--- src/hw/rtl/erx_pkg.sv ---
// ----------------------------------------------------------------------------
// erx_pkg: shared types and constants of the eight-bit execute unit
// Opcode codes, flag bit positions, field widths and the result record.
// ----------------------------------------------------------------------------
package erx_pkg;

    localparam int INSTR_W = 16;
    localparam int PC_W    = 16;
    localparam int DATA_W  = 8;
    localparam int RIDX_W  = 6;
    localparam int FLAGS_W = 5;
    localparam int ADDR_ENTRIES = 2 ** RIDX_W;

    // Flag bit positions in the status word.
    localparam int FLAG_C = 4;
    localparam int FLAG_V = 3;
    localparam int FLAG_N = 2;
    localparam int FLAG_S = 1;
    localparam int FLAG_Z = 0;

    typedef enum logic [3:0] {
        OP_ADD  = 4'd0,
        OP_SUB  = 4'd1,
        OP_MUL  = 4'd2,
        OP_LDI  = 4'd3,
        OP_BEQZ = 4'd4,
        OP_AND  = 4'd5,
        OP_OR   = 4'd6,
        OP_JR   = 4'd7,
        OP_SLC  = 4'd8,
        OP_SRC  = 4'd9,
        OP_LB   = 4'd10,
        OP_SB   = 4'd11
    } op_t;

    typedef struct packed {
        logic [PC_W-1:0]    new_pc;
        logic               redirect;
        logic               reg_written;
        logic [RIDX_W-1:0]  dest_reg;
        logic [DATA_W-1:0]  write_value;
        logic               mem_written;
        logic [FLAGS_W-1:0] status_flags;
        logic               bad_opcode;
    } res_t;

endpackage

--- src/hw/rtl/erx_if.sv ---
// ----------------------------------------------------------------------------
// erx_if: channel interfaces of the execute unit
// Instruction channel and result channel, each with valid, ready and payload.
// ----------------------------------------------------------------------------
interface erx_cmd_if;
    logic        valid;
    logic        ready;
    logic [15:0] instruction;
    logic [15:0] next_pc;

    modport source (output valid, output instruction, output next_pc, input ready);
    modport sink   (input valid, input instruction, input next_pc, output ready);
endinterface

interface erx_res_if;
    logic        valid;
    logic        ready;
    logic [15:0] new_pc;
    logic        redirect;
    logic        reg_written;
    logic [5:0]  dest_reg;
    logic [7:0]  write_value;
    logic        mem_written;
    logic [4:0]  status_flags;
    logic        bad_opcode;

    modport source (output valid, output new_pc, output redirect, output reg_written,
                    output dest_reg, output write_value, output mem_written,
                    output status_flags, output bad_opcode, input ready);
    modport sink   (input valid, input new_pc, input redirect, input reg_written,
                    input dest_reg, input write_value, input mem_written,
                    input status_flags, input bad_opcode, output ready);
endinterface

--- src/hw/rtl/erx_regfile.sv ---
// ----------------------------------------------------------------------------
// erx_regfile: general register file
// Two registered read ports, one write port, per-entry valid bits so that
// unwritten registers read as zero, and a same-edge write bypass.
// ----------------------------------------------------------------------------
module erx_regfile #(
    parameter int REG_COUNT = 64
) (
    input  logic                        clk,
    input  logic                        rst_n,
    input  logic                        rd_en,
    input  logic [erx_pkg::RIDX_W-1:0] rd_addr_a,
    input  logic [erx_pkg::RIDX_W-1:0] rd_addr_b,
    input  logic                        wr_en,
    input  logic [erx_pkg::RIDX_W-1:0] wr_addr,
    input  logic [erx_pkg::DATA_W-1:0] wr_data,
    output logic [erx_pkg::DATA_W-1:0] rd_data_a,
    output logic [erx_pkg::DATA_W-1:0] rd_data_b
);

    localparam int AW = $clog2(REG_COUNT);
    localparam logic [erx_pkg::RIDX_W:0] LIMIT = (erx_pkg::RIDX_W + 1)'(REG_COUNT);

    logic [erx_pkg::DATA_W-1:0] store_reg [REG_COUNT];
    logic [REG_COUNT-1:0]       valid_reg;

    logic                       in_a, in_b;
    logic [AW-1:0]              idx_a, idx_b, wr_idx;
    logic [erx_pkg::DATA_W-1:0] data_a_reg, data_b_reg;
    logic [erx_pkg::DATA_W-1:0] byp_data_a_reg, byp_data_b_reg;
    logic                       hit_a_reg, hit_b_reg, byp_a_reg, byp_b_reg;

    assign in_a   = {1'b0, rd_addr_a} < LIMIT;
    assign in_b   = {1'b0, rd_addr_b} < LIMIT;
    assign idx_a  = in_a ? rd_addr_a[AW-1:0] : '0;
    assign idx_b  = in_b ? rd_addr_b[AW-1:0] : '0;
    assign wr_idx = wr_addr[AW-1:0];

    always_ff @(posedge clk)
    begin
        if (wr_en)
        begin
            store_reg[wr_idx] <= wr_data;
        end
        if (rd_en)
        begin
            data_a_reg     <= store_reg[idx_a];
            data_b_reg     <= store_reg[idx_b];
            byp_data_a_reg <= wr_data;
            byp_data_b_reg <= wr_data;
        end
    end

    always_ff @(posedge clk or negedge rst_n)
    begin
        if (!rst_n)
        begin
            valid_reg <= '0;
            hit_a_reg <= 1'b0;
            hit_b_reg <= 1'b0;
            byp_a_reg <= 1'b0;
            byp_b_reg <= 1'b0;
        end
        else
        begin
            if (wr_en)
            begin
                valid_reg[wr_idx] <= 1'b1;
            end
            if (rd_en)
            begin
                hit_a_reg <= in_a && valid_reg[idx_a];
                hit_b_reg <= in_b && valid_reg[idx_b];
                // A write on the same edge as the read is not yet in the array.
                byp_a_reg <= wr_en && in_a && (wr_addr == rd_addr_a);
                byp_b_reg <= wr_en && in_b && (wr_addr == rd_addr_b);
            end
        end
    end

    assign rd_data_a = byp_a_reg ? byp_data_a_reg : (hit_a_reg ? data_a_reg : '0);
    assign rd_data_b = byp_b_reg ? byp_data_b_reg : (hit_b_reg ? data_b_reg : '0);

endmodule

--- src/hw/rtl/erx_dstore.sv ---
// ----------------------------------------------------------------------------
// erx_dstore: data store
// One registered read port and one write port. Only the low 64 entries are
// reachable by the 6-bit address, so those carry valid bits for reset.
// ----------------------------------------------------------------------------
module erx_dstore #(
    parameter int DEPTH = 64
) (
    input  logic                        clk,
    input  logic                        rst_n,
    input  logic                        rd_en,
    input  logic [erx_pkg::RIDX_W-1:0] rd_addr,
    input  logic                        wr_en,
    input  logic [erx_pkg::RIDX_W-1:0] wr_addr,
    input  logic [erx_pkg::DATA_W-1:0] wr_data,
    output logic [erx_pkg::DATA_W-1:0] rd_data
);

    localparam int AW = $clog2(DEPTH);

    logic [erx_pkg::DATA_W-1:0]        store_reg [DEPTH];
    logic [erx_pkg::ADDR_ENTRIES-1:0]  valid_reg;
    logic [AW-1:0]                     rd_idx, wr_idx;
    logic [erx_pkg::DATA_W-1:0]        data_reg, byp_data_reg;
    logic                              hit_reg, byp_reg;

    assign rd_idx = AW'(rd_addr);
    assign wr_idx = AW'(wr_addr);

    always_ff @(posedge clk)
    begin
        if (wr_en)
        begin
            store_reg[wr_idx] <= wr_data;
        end
        if (rd_en)
        begin
            data_reg     <= store_reg[rd_idx];
            byp_data_reg <= wr_data;
        end
    end

    always_ff @(posedge clk or negedge rst_n)
    begin
        if (!rst_n)
        begin
            valid_reg <= '0;
            hit_reg   <= 1'b0;
            byp_reg   <= 1'b0;
        end
        else
        begin
            if (wr_en)
            begin
                valid_reg[wr_addr] <= 1'b1;
            end
            if (rd_en)
            begin
                hit_reg <= valid_reg[rd_addr];
                byp_reg <= wr_en && (wr_addr == rd_addr);
            end
        end
    end

    assign rd_data = byp_reg ? byp_data_reg : (hit_reg ? data_reg : '0);

endmodule

--- src/hw/rtl/erx_exec.sv ---
// ----------------------------------------------------------------------------
// erx_exec: instruction execute logic
// Decodes one instruction with its operands and forms the result record,
// including the next flag word and the write controls.
// ----------------------------------------------------------------------------
module erx_exec (
    input  logic [erx_pkg::INSTR_W-1:0] instruction,
    input  logic [erx_pkg::PC_W-1:0]    next_pc,
    input  logic [erx_pkg::DATA_W-1:0]  v1,
    input  logic [erx_pkg::DATA_W-1:0]  v2,
    input  logic [erx_pkg::DATA_W-1:0]  load_data,
    input  logic [erx_pkg::FLAGS_W-1:0] flags,
    input  logic                        ra_ok,
    output erx_pkg::res_t               result
);

    erx_pkg::op_t               op;
    logic [erx_pkg::RIDX_W-1:0] ra, rb;
    logic [erx_pkg::DATA_W-1:0] imm8, addend, val, sum8;
    logic [erx_pkg::PC_W-1:0]   imm16;
    logic [erx_pkg::DATA_W:0]   sum9;
    logic [15:0]                product, rot_wide;
    logic [2:0]                 rot_amt;
    logic                       wreg, wmem, ovf;
    logic [erx_pkg::FLAGS_W-1:0] flags_next, nz_flags;

    assign op    = erx_pkg::op_t'(instruction[15:12]);
    assign ra    = instruction[11:6];
    assign rb    = instruction[5:0];
    assign imm8  = {{2{rb[5]}}, rb};
    assign imm16 = {{10{rb[5]}}, rb};

    // SUB adds the two's complement of the second operand.
    assign addend  = (op == erx_pkg::OP_SUB) ? (8'd0 - v2) : v2;
    assign sum9    = {1'b0, v1} + {1'b0, addend};
    assign sum8    = sum9[7:0];
    assign ovf     = (v1[7] == addend[7]) && (sum8[7] != v1[7]);
    assign product = v1 * v2;

    // Right rotation is a left rotation by the complementary amount.
    assign rot_amt  = (op == erx_pkg::OP_SRC) ? (3'd0 - rb[2:0]) : rb[2:0];
    assign rot_wide = {v1, v1} << rot_amt;

    always_comb
    begin
        val = '0;
        case (op)
            erx_pkg::OP_MUL: val = product[7:0];
            erx_pkg::OP_AND: val = v1 & v2;
            erx_pkg::OP_OR:  val = v1 | v2;
            default:         val = rot_wide[15:8];
        endcase
    end

    always_comb
    begin
        nz_flags = flags;
        nz_flags[erx_pkg::FLAG_N] = val[7];
        nz_flags[erx_pkg::FLAG_Z] = (val == '0);
    end

    always_comb
    begin
        result     = '0;
        result.new_pc = next_pc;
        flags_next = flags;
        wreg       = 1'b0;
        wmem       = 1'b0;
        case (op)
            erx_pkg::OP_ADD, erx_pkg::OP_SUB:
            begin
                result.write_value = sum8;
                flags_next = {sum9[8], ovf, sum8[7], sum8[7] ^ ovf, sum8 == '0};
                wreg = 1'b1;
            end
            erx_pkg::OP_MUL, erx_pkg::OP_AND, erx_pkg::OP_OR,
            erx_pkg::OP_SLC, erx_pkg::OP_SRC:
            begin
                result.write_value = val;
                flags_next = nz_flags;
                wreg = 1'b1;
            end
            erx_pkg::OP_LDI:
            begin
                result.write_value = imm8;
                wreg = 1'b1;
            end
            erx_pkg::OP_BEQZ:
            begin
                if (v1 == '0)
                begin
                    result.new_pc   = next_pc + imm16;
                    result.redirect = 1'b1;
                end
            end
            erx_pkg::OP_JR:
            begin
                result.new_pc   = {v1, v2};
                result.redirect = 1'b1;
            end
            erx_pkg::OP_LB:
            begin
                result.write_value = load_data;
                wreg = 1'b1;
            end
            erx_pkg::OP_SB:
            begin
                result.write_value = v1;
                wmem = 1'b1;
            end
            default:
            begin
                result.bad_opcode = 1'b1;
            end
        endcase

        // Writes to a register beyond the file are dropped.
        if (wreg && !ra_ok)
        begin
            wreg = 1'b0;
            result.write_value = '0;
        end
        result.reg_written  = wreg;
        result.dest_reg     = wreg ? ra : '0;
        result.mem_written  = wmem;
        result.status_flags = flags_next;
    end

endmodule

--- src/hw/rtl/eight_bit_risc_execute_unit.sv ---
// ----------------------------------------------------------------------------
// eight_bit_risc_execute_unit: execute stage of an eight-bit RISC datapath
// Reads operands from the register file and data store, executes, writes back.
// ----------------------------------------------------------------------------
//  Channel   Role     Payload
//  cmd       sink     instruction, next_pc
//  res       source   new_pc, redirect, reg_written, dest_reg, write_value,
//                     mem_written, status_flags, bad_opcode
//
// One instruction per cycle while results are taken; the register file and
// data store are read as it transfers in, and its result is registered out.
// Writes land as an instruction leaves execute; a same-edge bypass in each
// memory hands that value to the instruction read on that edge.
// Reset clears all registers and the data store at once through valid bits.
// A stalled result holds execute; the input side stalls only when both fill.
// ----------------------------------------------------------------------------
module eight_bit_risc_execute_unit #(
    parameter int REG_COUNT  = 64,
    parameter int DATA_DEPTH = 64
) (
    input  logic             clk,
    input  logic             rst_n,
    erx_cmd_if.sink          cmd,
    erx_res_if.source        res
);

    localparam logic [erx_pkg::RIDX_W:0] REG_LIMIT = (erx_pkg::RIDX_W + 1)'(REG_COUNT);

    logic                         s1_v_reg, s1_v_next;
    logic                         out_v_reg, out_v_next;
    logic [erx_pkg::INSTR_W-1:0]  s1_instr_reg;
    logic [erx_pkg::PC_W-1:0]     s1_npc_reg;
    logic [erx_pkg::FLAGS_W-1:0]  flag_reg;
    erx_pkg::res_t                out_res_reg;
    erx_pkg::res_t                exe;

    logic                         accept, s1_adv, retire, ra_ok;
    logic [erx_pkg::DATA_W-1:0]   v1, v2, load_data;

    assign s1_adv    = !out_v_reg || res.ready;
    assign cmd.ready = !s1_v_reg || s1_adv;
    assign accept    = cmd.valid && cmd.ready;
    assign retire    = s1_v_reg && s1_adv;
    assign ra_ok     = {1'b0, s1_instr_reg[11:6]} < REG_LIMIT;

    erx_regfile #(
        .REG_COUNT (REG_COUNT)
    ) u_regfile (
        .clk       (clk),
        .rst_n     (rst_n),
        .rd_en     (accept),
        .rd_addr_a (cmd.instruction[11:6]),
        .rd_addr_b (cmd.instruction[5:0]),
        .wr_en     (retire && exe.reg_written),
        .wr_addr   (exe.dest_reg),
        .wr_data   (exe.write_value),
        .rd_data_a (v1),
        .rd_data_b (v2)
    );

    erx_dstore #(
        .DEPTH (DATA_DEPTH)
    ) u_dstore (
        .clk     (clk),
        .rst_n   (rst_n),
        .rd_en   (accept),
        .rd_addr (cmd.instruction[5:0]),
        .wr_en   (retire && exe.mem_written),
        .wr_addr (s1_instr_reg[5:0]),
        .wr_data (exe.write_value),
        .rd_data (load_data)
    );

    erx_exec u_exec (
        .instruction (s1_instr_reg),
        .next_pc     (s1_npc_reg),
        .v1          (v1),
        .v2          (v2),
        .load_data   (load_data),
        .flags       (flag_reg),
        .ra_ok       (ra_ok),
        .result      (exe)
    );

    always_comb
    begin
        s1_v_next = s1_v_reg;
        if (accept)
        begin
            s1_v_next = 1'b1;
        end
        else if (s1_adv)
        begin
            s1_v_next = 1'b0;
        end

        out_v_next = out_v_reg;
        if (retire)
        begin
            out_v_next = 1'b1;
        end
        else if (res.ready)
        begin
            out_v_next = 1'b0;
        end
    end

    always_ff @(posedge clk or negedge rst_n)
    begin
        if (!rst_n)
        begin
            s1_v_reg  <= 1'b0;
            out_v_reg <= 1'b0;
            flag_reg  <= '0;
        end
        else
        begin
            s1_v_reg  <= s1_v_next;
            out_v_reg <= out_v_next;
            if (retire)
            begin
                flag_reg <= exe.status_flags;
            end
        end
    end

    always_ff @(posedge clk)
    begin
        if (accept)
        begin
            s1_instr_reg <= cmd.instruction;
            s1_npc_reg   <= cmd.next_pc;
        end
        if (retire)
        begin
            out_res_reg <= exe;
        end
    end

    assign res.valid        = out_v_reg;
    assign res.new_pc       = out_res_reg.new_pc;
    assign res.redirect     = out_res_reg.redirect;
    assign res.reg_written  = out_res_reg.reg_written;
    assign res.dest_reg     = out_res_reg.dest_reg;
    assign res.write_value  = out_res_reg.write_value;
    assign res.mem_written  = out_res_reg.mem_written;
    assign res.status_flags = out_res_reg.status_flags;
    assign res.bad_opcode   = out_res_reg.bad_opcode;

`ifndef ASSERT_OFF
    a_ready_when_out_free: assert property (@(posedge clk) disable iff (!rst_n)
        !out_v_reg |-> cmd.ready)
        else $error("input stalled with an empty output register");

    a_bad_opcode_no_effect: assert property (@(posedge clk) disable iff (!rst_n)
        retire && exe.bad_opcode |-> !exe.reg_written && !exe.mem_written && !exe.redirect)
        else $error("invalid opcode produced a side effect");

    a_flags_hold: assert property (@(posedge clk) disable iff (!rst_n)
        !retire |=> $stable(flag_reg))
        else $error("flags changed without a retiring instruction");

    a_dest_in_range: assert property (@(posedge clk) disable iff (!rst_n)
        res.valid && res.reg_written |-> ({1'b0, res.dest_reg} < REG_LIMIT))
        else $error("register write reported beyond the register file");
`endif

endmodule
--- src/flat_wrapper.sv ---
// flat-port wrapper written by rule: the top's interface ports become plain ports
module eight_bit_risc_execute_unit_flat 
#(
    parameter int REG_COUNT  = 64,
    parameter int DATA_DEPTH = 64
)
  (clk, rst_n, cmd_valid, cmd_instruction, cmd_next_pc, cmd_ready, res_valid, res_new_pc, res_redirect, res_reg_written, res_dest_reg, res_write_value, res_mem_written, res_status_flags, res_bad_opcode, res_ready);
  erx_cmd_if cmd_i ();
  erx_res_if res_i ();
  input  logic clk;
  input  logic rst_n;
  input wire logic [$bits(cmd_i.valid)-1:0] cmd_valid;
  input wire logic [$bits(cmd_i.instruction)-1:0] cmd_instruction;
  input wire logic [$bits(cmd_i.next_pc)-1:0] cmd_next_pc;
  output wire logic [$bits(cmd_i.ready)-1:0] cmd_ready;
  output wire logic [$bits(res_i.valid)-1:0] res_valid;
  output wire logic [$bits(res_i.new_pc)-1:0] res_new_pc;
  output wire logic [$bits(res_i.redirect)-1:0] res_redirect;
  output wire logic [$bits(res_i.reg_written)-1:0] res_reg_written;
  output wire logic [$bits(res_i.dest_reg)-1:0] res_dest_reg;
  output wire logic [$bits(res_i.write_value)-1:0] res_write_value;
  output wire logic [$bits(res_i.mem_written)-1:0] res_mem_written;
  output wire logic [$bits(res_i.status_flags)-1:0] res_status_flags;
  output wire logic [$bits(res_i.bad_opcode)-1:0] res_bad_opcode;
  input wire logic [$bits(res_i.ready)-1:0] res_ready;
  assign cmd_i.valid = cmd_valid;
  assign cmd_i.instruction = cmd_instruction;
  assign cmd_i.next_pc = cmd_next_pc;
  assign cmd_ready = cmd_i.ready;
  assign res_valid = res_i.valid;
  assign res_new_pc = res_i.new_pc;
  assign res_redirect = res_i.redirect;
  assign res_reg_written = res_i.reg_written;
  assign res_dest_reg = res_i.dest_reg;
  assign res_write_value = res_i.write_value;
  assign res_mem_written = res_i.mem_written;
  assign res_status_flags = res_i.status_flags;
  assign res_bad_opcode = res_i.bad_opcode;
  assign res_i.ready = res_ready;
  eight_bit_risc_execute_unit #(.REG_COUNT(REG_COUNT), .DATA_DEPTH(DATA_DEPTH)) u_core (.clk(clk), .rst_n(rst_n), .cmd(cmd_i), .res(res_i));
endmodule
--- config.mk ---
export PLATFORM = sky130hd
export DESIGN_NAME = eight_bit_risc_execute_unit_flat
export DESIGN_NICKNAME = d
export VERILOG_FILES = /design/src/hw/rtl/erx_pkg.sv /design/src/hw/rtl/erx_if.sv /design/src/hw/rtl/erx_regfile.sv /design/src/hw/rtl/erx_dstore.sv /design/src/hw/rtl/erx_exec.sv /design/src/hw/rtl/eight_bit_risc_execute_unit.sv /design/src/flat_wrapper.sv
export SDC_FILE = /design/constraint.sdc
export NUM_CORES = 2
export LEC_CHECK = 0
export BUFFER_PORTS_ARGS = -buffer_cell sky130_fd_sc_hd__buf_2
export CAP_MARGIN = 20
export CORE_ASPECT_RATIO = 1.5
export CORE_MARGIN = 3
export CORE_UTILIZATION = 60
export CTS_CLUSTER_SIZE = 20
export DETAILED_ROUTE_END_ITERATION = 16
export GPL_TIMING_DRIVEN = 0
export PLACE_DENSITY_LB_ADDON = 0.3
export SKIP_CTS_REPAIR_TIMING = 1
export SYNTH_ARGS = -nofsm -noshare
export SYNTH_HDL_FRONTEND = slang
export SYNTH_SLANG_ARGS = --single-unit
--- constraint.sdc ---
create_clock -name clk -period 12 [get_ports clk]
set_clock_uncertainty 0.05 [all_clocks]
set_input_delay 2.4 -clock clk [delete_from_list [all_inputs] [get_ports clk]]
set_output_delay 2.4 -clock clk [all_outputs]
set_load 0.005 [all_outputs]
# Word-level counts from Yosys, hierarchy flattened
# Memory sizes are Yosys's and may differ from the RTL's. A register that Yosys moved wholly into a read port is not among the register bits.
# Cells that the tools add are included.
[word_totals]
mem_count = 2
ff_bits = 220
mem_bits_rw = 1024
[op_classes]
muxes = 35
n_eq_ne = 16
n_shift = 1
addsub = 4
n_lt_le_gt_ge = 6
reduce_logical = 24
n_bitwise = 5
n_mul = 1
[memory_table]
columns = ["name", "depth", "word_bits", "read_ports", "rd_clocked_by_memory_dff", "write_ports", "line_no", "rtl"]
rows = [
  ["u_core.u_dstore.store_reg", 64, 8, 1, 1, 1, "erx_dstore.sv:21", "logic [erx_pkg::DATA_W-1:0] store_reg [DEPTH];"],
  ["u_core.u_regfile.store_reg", 64, 8, 2, 2, 1, "erx_regfile.sv:24", "logic [erx_pkg::DATA_W-1:0] store_reg [REG_COUNT];"],
]
[ops]
columns = ["cell", "count"]
rows = [
  ["$or A64 B64 Y64", 2],
  ["$mux W8", 7],
  ["$pmux W8 S5", 1],
  ["$pmux W17 S2", 1],
  ["$lt A6 B7 Y1 const B", 4],
  ["$logic_not A8 Y1", 3],
  ["$pmux W8 S3", 1],
  ["$bmux W1 S6", 3],
  ["$eq A6 B6 Y1", 3],
  ["$mux W17", 1],
  ["$add A16 B16 Y16", 1],
  ["$eq A4 B3 Y1 const B", 4],
  ["$eq A4 B4 Y1 const B", 4],
  ["$mux W1", 16],
  ["$shl A16 B3 Y16", 1],
  ["$demux W1 S6", 2],
  ["$ge A6 B1 Y1 const B", 2],
  ["$reduce_or A12 Y1", 1],
  ["$logic_and A1 B1 Y1", 10],
  ["$pmux W5 S2", 1],
  ["$add A8 B8 Y9", 1],
  ["$reduce_or A9 Y1", 1],
  ["$and A8 B8 Y8", 1],
  ["$eq A4 B2 Y1 const B", 2],
  ["16 further kinds", 19],
]

# Logic depth before layout (Yosys ltp)
[depth]
depth_word = 9
depth_mapped = 21

# Modules after synthesis
# A second synthesis with hierarchy kept.
[hier_totals]
hier_cells = 3038
area_unflattened_um2 = 57049.7
[modules_own_cells]
columns = ["module", "cells_each", "instances", "seq_area_each_um2", "area_per_inst_um2"]
rows = [
  ["erx_regfile", 1392, 1, 17797.1, 28084.4],
  ["erx_dstore", 1072, 1, 17506.8, 23102.2],
  ["erx_exec", 481, 1, 0.0, 3405.8],
  ["eight_bit_risc_execute_unit", 93, 1, 2307.2, 2457.4],
]

# Worst setup path before layout
# No wires, ideal clock.
[synth_path]
kind = "reg2reg"
startpoint = "register u_core.u_regfile.byp_b_reg"
endpoint = "register u_core.out_res_reg (netlist bit u_core.res.write_value[5]) (data pin)"
t_required_ns = 10.738
stages_incl_launch_ff = 15
slack_ns = 2.605
t_arrival_ns = 8.133
synth_period_minus_slack_ns = 9.395
n_path_buf = 2
setup_ns = 1.212
cell_sequence = "dfrtp_1 -> buf_2 -> and3b_1 -> a21oi_1 -> clkbuf_1 -> ha_1 -> nor2_1 -> xnor2_1 -> ha_1 -> and2_1 -> o21a_1 -> a221oi_4 -> a21oi_2 -> or3_1 -> o21ai_0"
[synth_lines]
columns = ["item", "line_no", "rtl"]
rows = [
  ["start, declared", "erx_regfile.sv:31", "logic hit_a_reg, hit_b_reg, byp_a_reg, byp_b_reg;"],
  ["start signal, assigned", "erx_regfile.sv:76", "byp_b_reg <= wr_en && in_b && (wr_addr == rd_addr_b);"],
  ["end signal, assigned", "eight_bit_risc_execute_unit.sv:136", "out_res_reg <= exe;"],
  ["end, declared", "eight_bit_risc_execute_unit.sv:34", "erx_pkg::res_t out_res_reg;"],
]

==> results.sh <==
export IMPL_io_buffers=76
export IMPL_io_pins=77
export IMPL_total_power_mw=9.79
export IMPL_synth_cells=2848
export IMPL_finalNonFillerCells=4453
export IMPL_clk_pin_slew_ns=0.07
export IMPL_synth_avg_cell_area_um2=19.8
export IMPL_drv_cap=0
export IMPL_ff2ff_path_depth=21
export IMPL_via_count=31924
export IMPL_fin_crit_sh_pct=58.8
export IMPL_fmax_mhz=142
export IMPL_crit_fanout=33
export IMPL_fin_crit_ns=7.06
export IMPL_endpoint_kind="flip-flop"
export IMPL_busiest_layer="met2"
export IMPL_post_synth_top_area_fraction_pct=60.1
export IMPL_die_h_um=381
export IMPL_die_w_um=256
export IMPL_synth_edf_count=1127
export IMPL_hold_class="reg2reg"
export IMPL_worst_r2r_setup_slack_ns=4.94
export IMPL_synth_cell_types=81
export IMPL_cts_tree="yes"
export IMPL_grt_pass1_vias=33118
export IMPL_grt_pass1_wl_um=239000
export IMPL_syn2layout_area_growth_pct=12.2
export IMPL_routabilityCongestion=0.996
export IMPL_status="finished, final reports clean"
export IMPL_gr_usage_met1_pct=40.0
export IMPL_setup_viol=0
export IMPL_crit_chain="and3b_1 > a21oi_1 > clkbuf_1 > nor2_1 > fa_1 > fa_1 > ha_1 > inv_1 > fa_1 > inv_1 > ha_1 > a21o_1 > a21oi_1 > xnor3_1 > xnor3_1 > o21ai_1 > a2bb2oi_2 > o2111ai_4 > buf_16 > buf_16 > buf_16"
export IMPL_clkSinkCount=1268
export IMPL_p_int_mw=7.40
export IMPL_swShare_pct=24.4
export IMPL_drt_total_wl_um=167000
export IMPL_clkLatencyLatePin_ns=0.75
export IMPL_p_seq_share_pct=51.4
export IMPL_drt_iter0_markers=4613
export IMPL_grt_max_degree=77
export IMPL_start_util_pct=60.5
export IMPL_crit_required_ns=12.43
export IMPL_power_density_nw_per_um2=155
export IMPL_critPathKind="reg2reg"
export IMPL_dr_pass1_iters=6
export IMPL_ys_flop_type="edfxtp_1"
export IMPL_combPwrFrac_pct=11.4
export IMPL_crit_slowest_cell="a21oi_1"
export IMPL_cts_buffer_depth=3
export IMPL_crit_path_max_incr_delay_ns=0.60
export IMPL_nNetsFinal=3190
export IMPL_grt_ovfl_total=0
export IMPL_worstMarginPinSlew_ns=1.38
export IMPL_grt_usage_pct=34.9
export IMPL_tns_ns=0
export IMPL_start_kind="flip-flop"
export IMPL_numCtsBuffers=111
export IMPL_postRouteAntennaNets=0
export IMPL_dpl_cell_count=4229
export IMPL_ys_seq_elements=1268
export IMPL_h_tree_depth=3
export IMPL_synth_largest_area_cell="edfxtp_1"
export IMPL_met2_usage_pct=58.0
export IMPL_min_path_cells=1
export IMPL_cts_root_buffer="clkbuf_16"
export IMPL_vias_per_cell=7.17
export IMPL_yosys_warnings=0
export IMPL_slew_headroom_pct=7.80
export IMPL_clkPwrFrac_pct=37.2
export IMPL_drv_slew=0
export IMPL_synth_nets=2939
export IMPL_dp_hpwl_um=121000
export IMPL_fp_coreArea_um2=93100
export IMPL_drc=0
export IMPL_row_count=137
export IMPL_vdd_drop_max_mv=0.119
export IMPL_use_met3_pct=8.64
export IMPL_drive_gt1_share_pct=34.5
export IMPL_whs_ns=0.419
export IMPL_switchingPower_mw=2.39
export IMPL_synth_area_leaders="edfxtp_1 (60%), mux4_2 (23%), dfrtp_1 (6.3%), or2_2 (1.5%), nor2_1 (1.3%)"
export IMPL_yosysSeqAreaShare_pct=66.3
export IMPL_rsz0062_at_grt="no"
export IMPL_cp_arrival_ns=7.49
export IMPL_syn_area_um2=56300
export IMPL_antenna_found_initial=9
export IMPL_die_area_um2=97700
export IMPL_async_flop_share_pct=11.1
export IMPL_wl_per_cell_um=37.4
export IMPL_power_leakage_nw=21.6
export IMPL_final_hold_viol_count=0
==> logic make-up after synthesis <==
logic type	share of synthesized area, %
and+or+nand+nor	4.54
adders and majority gates	1.39
DFF	66.3
xor gates and xnor gates	0.935
muxes	23.1
AOI/OAI and AO/OA	2.13
buffers and inverters	1.59
==> through the flow <==
stage | setup slack (ns) | cell area, um2 | util, %
final | 4.94 | 63200 | 67.9
after global routing | 4.67 | 63200 | 67.9
after CTS | 5.12 | 63100 | 67.8
after detailed placement | 5.09 | 59400 | 63.8
after global placement | -4.67 | 58300 | 62.6
after floorplan | 2.61 | 56300 | -
==> area by class of cell <==
type / count / area (um2)
buffer: 170 / 727
multi-input combinational: 1364 / 18200
clock buffer: 152 / 3080
timing repair buffer: 138 / 1510
inverter: 46 / 175
tap: 1251 / 1570
clock inverter: 60 / 603
fill: 5687 / 29900
antenna: 4 / 10.0
sequential: 1268 / 37400
==> power groups by stage <==
stage               logic (mW)  clock network, mW  registers (mW)
global route              1.16               3.83            5.03
floorplan                0.612                  0            5.14
detailed placement        1.08                  0            5.12
CTS                       1.09               3.65            5.03
finish                    1.12               3.64            5.03
global placement         0.968                  0            5.21
==> critical path, delay by kind of cell, from the launching register on <==
family	cells	cell delay, ns
XOR/XNOR	2	0.74
adder cells (fa/ha/maj)	5	1.99
AO/OA/AOI/OAI	6	1.82
AND/OR/NAND/NOR	2	0.37
flip-flops	1	0.48
buffers and inverters	6	1.33
==> cells in the final DEF, fill, tap and decap left out, types with 26 or more instances in the layout <==
master | synthesis | routed
xnor2_1 | 32 | 32
mux4_2 | 575 | 575
o21ai_0 | 32 | 29
inv_1 | 45 | 43
nand2_1 | 67 | 67
or2_2 | 134 | 134
nor2_1 | 197 | 197
buf_2 | 49 | 124
dfrtp_1 | 141 | 141
clkbuf_16 | 0 | 112
ha_1 | 42 | 42
nand3_1 | 26 | 26
edfxtp_1 | 1127 | 1127
clkbuf_1 | 103 | 129
==> cells in the mapped netlist (all sizes together), types with 11 or more instances <==
cell,number
edfxtp,1127
mux4,575
nor2,197
dfrtp,141
or2,134
clkbuf,103
buf,67
nand2,67
inv,46
ha,42
o21ai,35
xnor2,32
a21oi,26
nand3,26
a22oi,17
xor2,17
o221ai,14
fa,13
o22ai,13
nor3,12
and2,11
or3,11
==> metal layers <==
metal  wire (um)  up-vias  share of wire [%]
met5          57        -              0.034
met4       14200        8                8.5
met3       16800      616                 10
met2       84300     2363                 51
met1       51300    16609                 31
li1            -    12328                  -
==> path summary, 6_finish.rpt <==
path | from | endpoint
max | u_core.u_regfile.byp_a_reg | u_core.u_dstore.store_reg[41][7]
min | u_core.u_dstore.valid_reg[42] | u_core.u_dstore.valid_reg[42]
min reg2reg | u_core.u_dstore.valid_reg[42] | u_core.u_dstore.valid_reg[42]
min in group asynchronous | rst_n | u_core.u_dstore.valid_reg[7]
max reg2reg | u_core.u_regfile.byp_a_reg | u_core.u_dstore.store_reg[41][7]
max in group asynchronous | rst_n | u_core.u_regfile.valid_reg[40]
No activity file was read; power rests on OpenSTA's default activity.
